**src/rtl/ils_pkg.sv**
```systemverilog
package ils_pkg;

   // Item field widths
   localparam int unsigned MODE_W   = 3;
   localparam int unsigned INDEX_W  = 7;
   localparam int unsigned VALUE_W  = 32;
   localparam int unsigned STATUS_W = 2;
   localparam int unsigned LENGTH_W = 7;

   // Packed bus widths, rounded up to whole bytes
   localparam int unsigned REQ_TDATA_W = 48;
   localparam int unsigned RSP_TDATA_W = 48;

   // Request field positions in req_tdata
   localparam int unsigned REQ_MODE_LSB  = 0;
   localparam int unsigned REQ_INDEX_LSB = REQ_MODE_LSB + MODE_W;
   localparam int unsigned REQ_VALUE_LSB = REQ_INDEX_LSB + INDEX_W;

   typedef enum logic [MODE_W-1:0] {
      MODE_GET    = 3'd0,
      MODE_SET    = 3'd1,
      MODE_APPEND = 3'd2,
      MODE_POP    = 3'd3,
      MODE_INSERT = 3'd4,
      MODE_ERASE  = 3'd5,
      MODE_CLEAR  = 3'd6
   } mode_type;

   typedef enum logic [STATUS_W-1:0] {
      STATUS_OK    = 2'd0,
      STATUS_RANGE = 2'd1,
      STATUS_EMPTY = 2'd2,
      STATUS_FULL  = 2'd3
   } status_type;

   typedef enum logic [5:0] {
      ST_IDLE  = 6'b000001,
      ST_EXEC  = 6'b000010,
      ST_READ  = 6'b000100,
      ST_SHIFT = 6'b001000,
      ST_FIN   = 6'b010000,
      ST_RESP  = 6'b100000
   } state_type;

endpackage

```
**src/rtl/indexed_list_store.sv**
```systemverilog
// Channel | Dir | Handshake             | Payload
// --------+-----+-----------------------+------------------------------------------
// req     | in  | req_tvalid/req_tready | mode, index, value
// rsp     | out | rsp_tvalid/rsp_tready | read_value, status, length_now
//
// One item in flight at a time; req_tready is high only while idle.
// get, remove last: EXEC, READ, then the result (memory read is registered).
// set, append, clear and any error: EXEC, then the result.
// insert, erase: EXEC, then SHIFT moving one entry per cycle through the single
// RAM port pair, then FIN and the result.
// Reset clears the length and the sequencer; the RAM is not cleared.
// The result register holds until rsp_tready; a stalled result blocks the next item.
module indexed_list_store #(
   parameter int unsigned DEPTH      = 64,
   parameter int unsigned WORD_WIDTH = 32
) (
   input  logic                                clock,
   input  logic                                reset,
   input  logic                                req_tvalid,
   output logic                                req_tready,
   // [2:0] mode, [9:3] index, [41:10] value, [47:42] zero
   input  logic [ils_pkg::REQ_TDATA_W-1:0]     req_tdata,
   output logic                                rsp_tvalid,
   input  logic                                rsp_tready,
   // [31:0] read_value, [33:32] status, [40:34] length_now, [47:41] zero
   output logic [ils_pkg::RSP_TDATA_W-1:0]     rsp_tdata
);

   localparam int unsigned AW    = (DEPTH > 1) ? $clog2(DEPTH) : 1;
   localparam int unsigned CNT_W = $clog2(DEPTH + 1);
   localparam int unsigned CMP_W = (CNT_W > ils_pkg::INDEX_W) ? CNT_W : ils_pkg::INDEX_W;

   // Entry store: one write port, one registered read port
   logic [WORD_WIDTH-1:0] entries_mem [DEPTH];
   logic [WORD_WIDTH-1:0] rdata_ff;
   logic                  mem_we;
   logic [AW-1:0]         mem_waddr;
   logic [AW-1:0]         mem_raddr;
   logic [WORD_WIDTH-1:0] mem_wdata;

   always_ff @(posedge clock) begin
      if (mem_we) begin
         entries_mem[mem_waddr] <= mem_wdata;
      end
      rdata_ff <= entries_mem[mem_raddr];
   end

   ils_pkg::state_type            state_ff, state_in;
   logic [CNT_W-1:0]              count_ff, count_in;
   ils_pkg::mode_type             mode_ff, mode_in;
   logic [ils_pkg::INDEX_W-1:0]   idx_ff, idx_in;
   logic [WORD_WIDTH-1:0]         val_ff, val_in;
   logic [AW-1:0]                 src_ff, src_in;    // next shift source
   logic [AW-1:0]                 dst_ff, dst_in;    // target of word in rdata_ff
   logic [CNT_W-1:0]              left_ff, left_in;  // shift reads still to issue
   logic                          pend_ff, pend_in;  // rdata_ff holds a word to move
   logic [ils_pkg::VALUE_W-1:0]   rsp_value_ff, rsp_value_in;
   ils_pkg::status_type           rsp_status_ff, rsp_status_in;

   logic [CMP_W-1:0] idx_cmp;
   logic [CMP_W-1:0] cnt_cmp;
   logic [AW-1:0]    idx_addr;
   logic             is_insert;
   logic             is_full;

   assign idx_cmp   = CMP_W'(idx_ff);
   assign cnt_cmp   = CMP_W'(count_ff);
   assign idx_addr  = AW'(idx_ff);
   assign is_insert = (mode_ff == ils_pkg::MODE_INSERT);
   assign is_full   = (count_ff == CNT_W'(DEPTH));

   always_comb begin
      state_in      = state_ff;
      count_in      = count_ff;
      mode_in       = mode_ff;
      idx_in        = idx_ff;
      val_in        = val_ff;
      src_in        = src_ff;
      dst_in        = dst_ff;
      left_in       = left_ff;
      pend_in       = pend_ff;
      rsp_value_in  = rsp_value_ff;
      rsp_status_in = rsp_status_ff;
      mem_we        = 1'b0;
      mem_waddr     = idx_addr;
      mem_wdata     = val_ff;
      mem_raddr     = src_ff;

      unique case (state_ff)
         ils_pkg::ST_IDLE: begin
            if (req_tvalid) begin
               mode_in  = ils_pkg::mode_type'(
                  req_tdata[ils_pkg::REQ_MODE_LSB +: ils_pkg::MODE_W]);
               idx_in   = req_tdata[ils_pkg::REQ_INDEX_LSB +: ils_pkg::INDEX_W];
               val_in   = WORD_WIDTH'(req_tdata[ils_pkg::REQ_VALUE_LSB +: ils_pkg::VALUE_W]);
               state_in = ils_pkg::ST_EXEC;
            end
         end

         ils_pkg::ST_EXEC: begin
            rsp_value_in  = '0;
            rsp_status_in = ils_pkg::STATUS_OK;
            state_in      = ils_pkg::ST_RESP;
            unique case (mode_ff)
               ils_pkg::MODE_GET: begin
                  if (idx_cmp >= cnt_cmp) begin
                     rsp_status_in = ils_pkg::STATUS_RANGE;
                  end else begin
                     mem_raddr = idx_addr;
                     state_in  = ils_pkg::ST_READ;
                  end
               end
               ils_pkg::MODE_SET: begin
                  if (idx_cmp >= cnt_cmp) begin
                     rsp_status_in = ils_pkg::STATUS_RANGE;
                  end else begin
                     mem_we = 1'b1;
                  end
               end
               ils_pkg::MODE_APPEND: begin
                  if (is_full) begin
                     rsp_status_in = ils_pkg::STATUS_FULL;
                  end else begin
                     mem_we    = 1'b1;
                     mem_waddr = AW'(count_ff);
                     count_in  = count_ff + CNT_W'(1);
                  end
               end
               ils_pkg::MODE_POP: begin
                  if (count_ff == '0) begin
                     rsp_status_in = ils_pkg::STATUS_EMPTY;
                  end else begin
                     mem_raddr = AW'(count_ff - CNT_W'(1));
                     count_in  = count_ff - CNT_W'(1);
                     state_in  = ils_pkg::ST_READ;
                  end
               end
               ils_pkg::MODE_INSERT: begin
                  // index is checked before fullness
                  if (idx_cmp > cnt_cmp) begin
                     rsp_status_in = ils_pkg::STATUS_RANGE;
                  end else if (is_full) begin
                     rsp_status_in = ils_pkg::STATUS_FULL;
                  end else begin
                     src_in   = AW'(count_ff - CNT_W'(1));
                     left_in  = CNT_W'(cnt_cmp - idx_cmp);
                     pend_in  = 1'b0;
                     state_in = ils_pkg::ST_SHIFT;
                  end
               end
               ils_pkg::MODE_ERASE: begin
                  if (idx_cmp >= cnt_cmp) begin
                     rsp_status_in = ils_pkg::STATUS_RANGE;
                  end else begin
                     src_in   = AW'(idx_cmp + CMP_W'(1));
                     left_in  = CNT_W'(cnt_cmp - idx_cmp - CMP_W'(1));
                     pend_in  = 1'b0;
                     state_in = ils_pkg::ST_SHIFT;
                  end
               end
               ils_pkg::MODE_CLEAR: begin
                  count_in = '0;
               end
               default: begin
                  // undefined mode: no operation
               end
            endcase
         end

         ils_pkg::ST_READ: begin
            rsp_value_in = ils_pkg::VALUE_W'(rdata_ff);
            state_in     = ils_pkg::ST_RESP;
         end

         ils_pkg::ST_SHIFT: begin
            // read one entry per cycle, write it one slot over in the cycle after its read
            if (pend_ff) begin
               mem_we    = 1'b1;
               mem_waddr = dst_ff;
               mem_wdata = rdata_ff;
            end
            mem_raddr = src_ff;
            if (left_ff != '0) begin
               pend_in = 1'b1;
               left_in = left_ff - CNT_W'(1);
               if (is_insert) begin
                  dst_in = src_ff + AW'(1);
                  src_in = src_ff - AW'(1);
               end else begin
                  dst_in = src_ff - AW'(1);
                  src_in = src_ff + AW'(1);
               end
            end else begin
               pend_in  = 1'b0;
               state_in = ils_pkg::ST_FIN;
            end
         end

         ils_pkg::ST_FIN: begin
            if (is_insert) begin
               mem_we   = 1'b1;
               count_in = count_ff + CNT_W'(1);
            end else begin
               count_in = count_ff - CNT_W'(1);
            end
            state_in = ils_pkg::ST_RESP;
         end

         ils_pkg::ST_RESP: begin
            if (rsp_tready) begin
               state_in = ils_pkg::ST_IDLE;
            end
         end

         default: begin
            state_in = ils_pkg::ST_IDLE;
         end
      endcase
   end

   always_ff @(posedge clock) begin
      if (reset) begin
         state_ff <= ils_pkg::ST_IDLE;
         count_ff <= '0;
         pend_ff  <= 1'b0;
      end else begin
         state_ff <= state_in;
         count_ff <= count_in;
         pend_ff  <= pend_in;
      end
   end

   always_ff @(posedge clock) begin
      mode_ff       <= mode_in;
      idx_ff        <= idx_in;
      val_ff        <= val_in;
      src_ff        <= src_in;
      dst_ff        <= dst_in;
      left_ff       <= left_in;
      rsp_value_ff  <= rsp_value_in;
      rsp_status_ff <= rsp_status_in;
   end

   assign req_tready = (state_ff == ils_pkg::ST_IDLE);
   assign rsp_tvalid = (state_ff == ils_pkg::ST_RESP);
   assign rsp_tdata  = {
      (ils_pkg::RSP_TDATA_W - ils_pkg::VALUE_W - ils_pkg::STATUS_W - ils_pkg::LENGTH_W)'(0),
      ils_pkg::LENGTH_W'(count_ff),
      rsp_status_ff,
      rsp_value_ff
   };

endmodule

```
**config.mk**
```make
export PLATFORM = sky130hd
export DESIGN_NAME = indexed_list_store
export DESIGN_NICKNAME = d
export VERILOG_FILES = /design/src/rtl/ils_pkg.sv /design/src/rtl/indexed_list_store.sv
export SDC_FILE = /design/constraint.sdc
export NUM_CORES = 2
export LEC_CHECK = 0
export BUFFER_PORTS_ARGS = -buffer_cell sky130_fd_sc_hd__buf_2
export CORE_MARGIN = 2
export CORE_UTILIZATION = 60
export DETAILED_ROUTE_END_ITERATION = 16
export PLACE_DENSITY = 0.76
export SYNTH_ARGS = -nofsm -noshare
export SYNTH_HDL_FRONTEND = slang
export SYNTH_SLANG_ARGS = --single-unit
```
**constraint.sdc**
```tcl
create_clock -name clock -period 5.7 [get_ports clock]
set_input_delay 1.14 -clock clock [delete_from_list [all_inputs] [get_ports clock]]
set_output_delay 1.14 -clock clock [all_outputs]
set_load 0.05 [all_outputs]
```
==> results.md <==
* DIE HEIGHT at 387 um
* Drt first-iter violations at 8707
* Post-cts resize count at 0
* Slowest stage delay, CP at around 0.90 ns
* Clock transition at the registers of the reported paths at ~0.060 ns
* H-tree levels at 4
* Startpoint Class: flop
* Worst skew pair latency at 0.85 ns
* Total wire length at 240 mm
* Slew HR at 9.68%
* Fillcell total at 9398
* Final period util at between 90 and 100%
* P per Cell Area at between 300 and 400 nW/um2
* Routed vias/inst at 7.00
* Nets at 6060
* Slowest cell on crit path: nor2_4
* Worst setup EP type: flop
* Clock buffer depth at 3
* Count of buffers from port buffering at 88
* Crit path from: cnt_cmp[1]
* Final Hold Fails at 0
* Number of synthesized flops with an enable pin at 2143
* Register share of total power at 55.3%
* Crit-path max FO at 84
* Pin count of the biggest net entering global routing at 161
* Root buffer cell: clkbuf_16
* Sequential share of the synthesized area at 74.1%
* RSZ-0062 raised after global routing: no
* Die width at 387 um
* First-pass iteration count of the detailed router at 6
* Reg-to-reg setup timing slack at just under 0.4 ns
* Number of global-route vias before repair at 54100
* Worst slew pin tran at 1.35 ns
* Delay-heaviest family, CP: simple AND/OR/NAND/NOR gates
* Clock period minus worst slack at 5.31 ns
* R2R Path Start: cnt_cmp[1]
* TNS Setup at 0 ns
* Final setup fails at 0
* Hold Startpoint: req_tdata[27]
* Die area at around 150000 um2
* Ports at 102
* Crit path cell chain: inv_1 -> ha_1 -> or4b_4 -> nor3_2 -> a221oi_2 -> a21oi_2 -> nor2_4 -> buf_4 -> buf_12 -> nand3_1 -> a32oi_1 -> a31oi_1 -> or4_1
* CTS tree: done
* Num Clock Sinks at ~2200
* Mean post-synth cell area at 14.8 um2
* VDD IR max at about 0.33 mV
* Critical setup path kind: reg2reg
* Synth cell count leaders: edfxtp_1, nand3_1, nand2_1
* Proportion of layout cells with a drive suffix above 1 at 13.2%
* Run status: completed
* Area grow syn2layout at 12.0%
* Static Leakage at 0.0319 uW
* Total gr overflow at 0
* Via count at 56600
* Hold Path Class: in2reg
* YS warnings at 0
* Core Area at between 100000 and 150000 um2
* Post-DRT Antenna Nets at 0
* FMAX at 188 MHz
* WP buf/inv at 3
* Logic pwr share at under 10%
* Antenna violations before repair at 12
* Top-area cell type share of the netlist area at 73.1%
* Switching Fraction at 20.6%
* Initial Utilization at 60.4%
* Hold_buf cts at 0
* Most common cell in the netlist: edfxtp_1
* Internal at 25800 uW
* Row count at 140
* Hold WS at 0.464 ns
* Main synth FF type: edfxtp_1
* Clock power share at 41.9%
* Routability cong. at around 0.91
* WP data required at around 6.4 ns
* Yosys cell types at 74
* DR WL/cell at 29.7 um
* Synthesized area at ~88000 um2
* First-pass GRT wire length at 353 mm
* Clock Skew at 0.0269 ns
* Switching pwr at around 6700 uW
* Dominant cell type by area after synthesis: edfxtp_1
* Synth area leaders: edfxtp_1, nand3_1, o21ai_0
* Pins Over Slew Limit at 0
* CP arrival at 6.02 ns
* Number of remaining DRC errors at 0
* FF+latch count, synth at 2189
* HPWL Detailed at 131 mm
* Max-Cap Viols at 0
* Post-CTS setup buffer count at 0
* Asr flop ratio synth at 0%
* CTS Buf Count at 207
* Register area at 65300 um2
* Post-Syn Instances at between 5000 and 6000
* Area of the multi-input gates at 21100 um2
* Overall routing resource usage at between 30% and 40%
-- layout make-up --
class | count | share of cell area (%)
antenna | 7 | 0.0178
clock buffer | 270 | 5.60
clock inverter | 113 | 1.12
inverter | 25 | 0.0951
multi-input combinational | 3230 | 21.4
sequential | 2189 | 66.2
tap | 1917 | 2.43
timing repair buffer | 338 | 3.12
-- power groups by stage --
stage,registers (uW),logic [uW],clock network (uW)
finish,17900,911,13600
CTS,17900,889,13600
global placement,18300,851,0
global route,17900,963,14200
detailed placement,18300,885,0
floorplan,18300,471,0
-- layer usage --
metal	up-vias	wire [um]	global-route usage, %
li1	23800	-	-
met1	28300	88100	44.1
met2	3980	112000	48.6
met3	602	30800	7.61
met4	6	9240	12.4
met5	-	46	0
-- through the flow --
stage / total power [uW] / utilization [%] / cells / setup slack [ns] / area (um2)
after CTS: 32500 / 67.7 / 8082 / 0.525 / 98600
after detailed placement: 19200 / 63.1 / 7699 / 0.591 / 92000
after global placement: 19100 / 63.1 / 7699 / 0.693 / 92000
after floorplan: 18800 / - / 5963 / 1.07 / 88100
final: 32400 / 67.7 / 8089 / 0.395 / 98600
after global routing: 33100 / 67.7 / 8082 / 0.292 / 98600
-- layout by cell type, fill, tap and decap left out, types with 61 or more instances in the layout --
cell type,Yosys,layout
a32oi_1,99,99
buf_4,16,189
a31oi_1,226,226
buf_2,97,88
and3_1,198,198
a221o_1,65,65
a21oi_1,171,170
edfxtp_1,2143,2143
nand3_1,682,682
clkbuf_16,0,209
nor2_4,0,66
mux4_2,64,64
buf_12,0,61
a311o_1,128,128
mux2i_1,66,66
o21ai_0,405,405
a211oi_1,198,197
nand2_1,436,435
a211o_1,65,64
-- kinds of logic after synthesis --
family | share of synthesized area, %
simple gates | 8.65
compound gates | 11.3
mux | 2.80
fa+ha+maj | 0.250
other cells | 0.00426
flops | 74.1
buf+inv | 2.55
xor+xnor | 0.348
-- flip-flops by register name, indices dropped and copies added (netlist names) --
signal	count
entries_mem	2048
rdata_ff	32
rsp_value_ff	32
val_ff	32
cnt_cmp	7
idx_cmp	7
left_ff	7
dst_ff	6
src_ff	6
state_ff	6
mode_ff	3
rsp_status_ff	2
pend_ff	1
-- worst paths after layout --
path	depth (start not counted)	endpoint
setup / recovery	13	rdata_ff[10]
hold / removal	1	val_ff[17]
hold reg to reg	2	pend_ff
setup reg to reg	13	rdata_ff[10]
(Power assumes the default switching activity.)
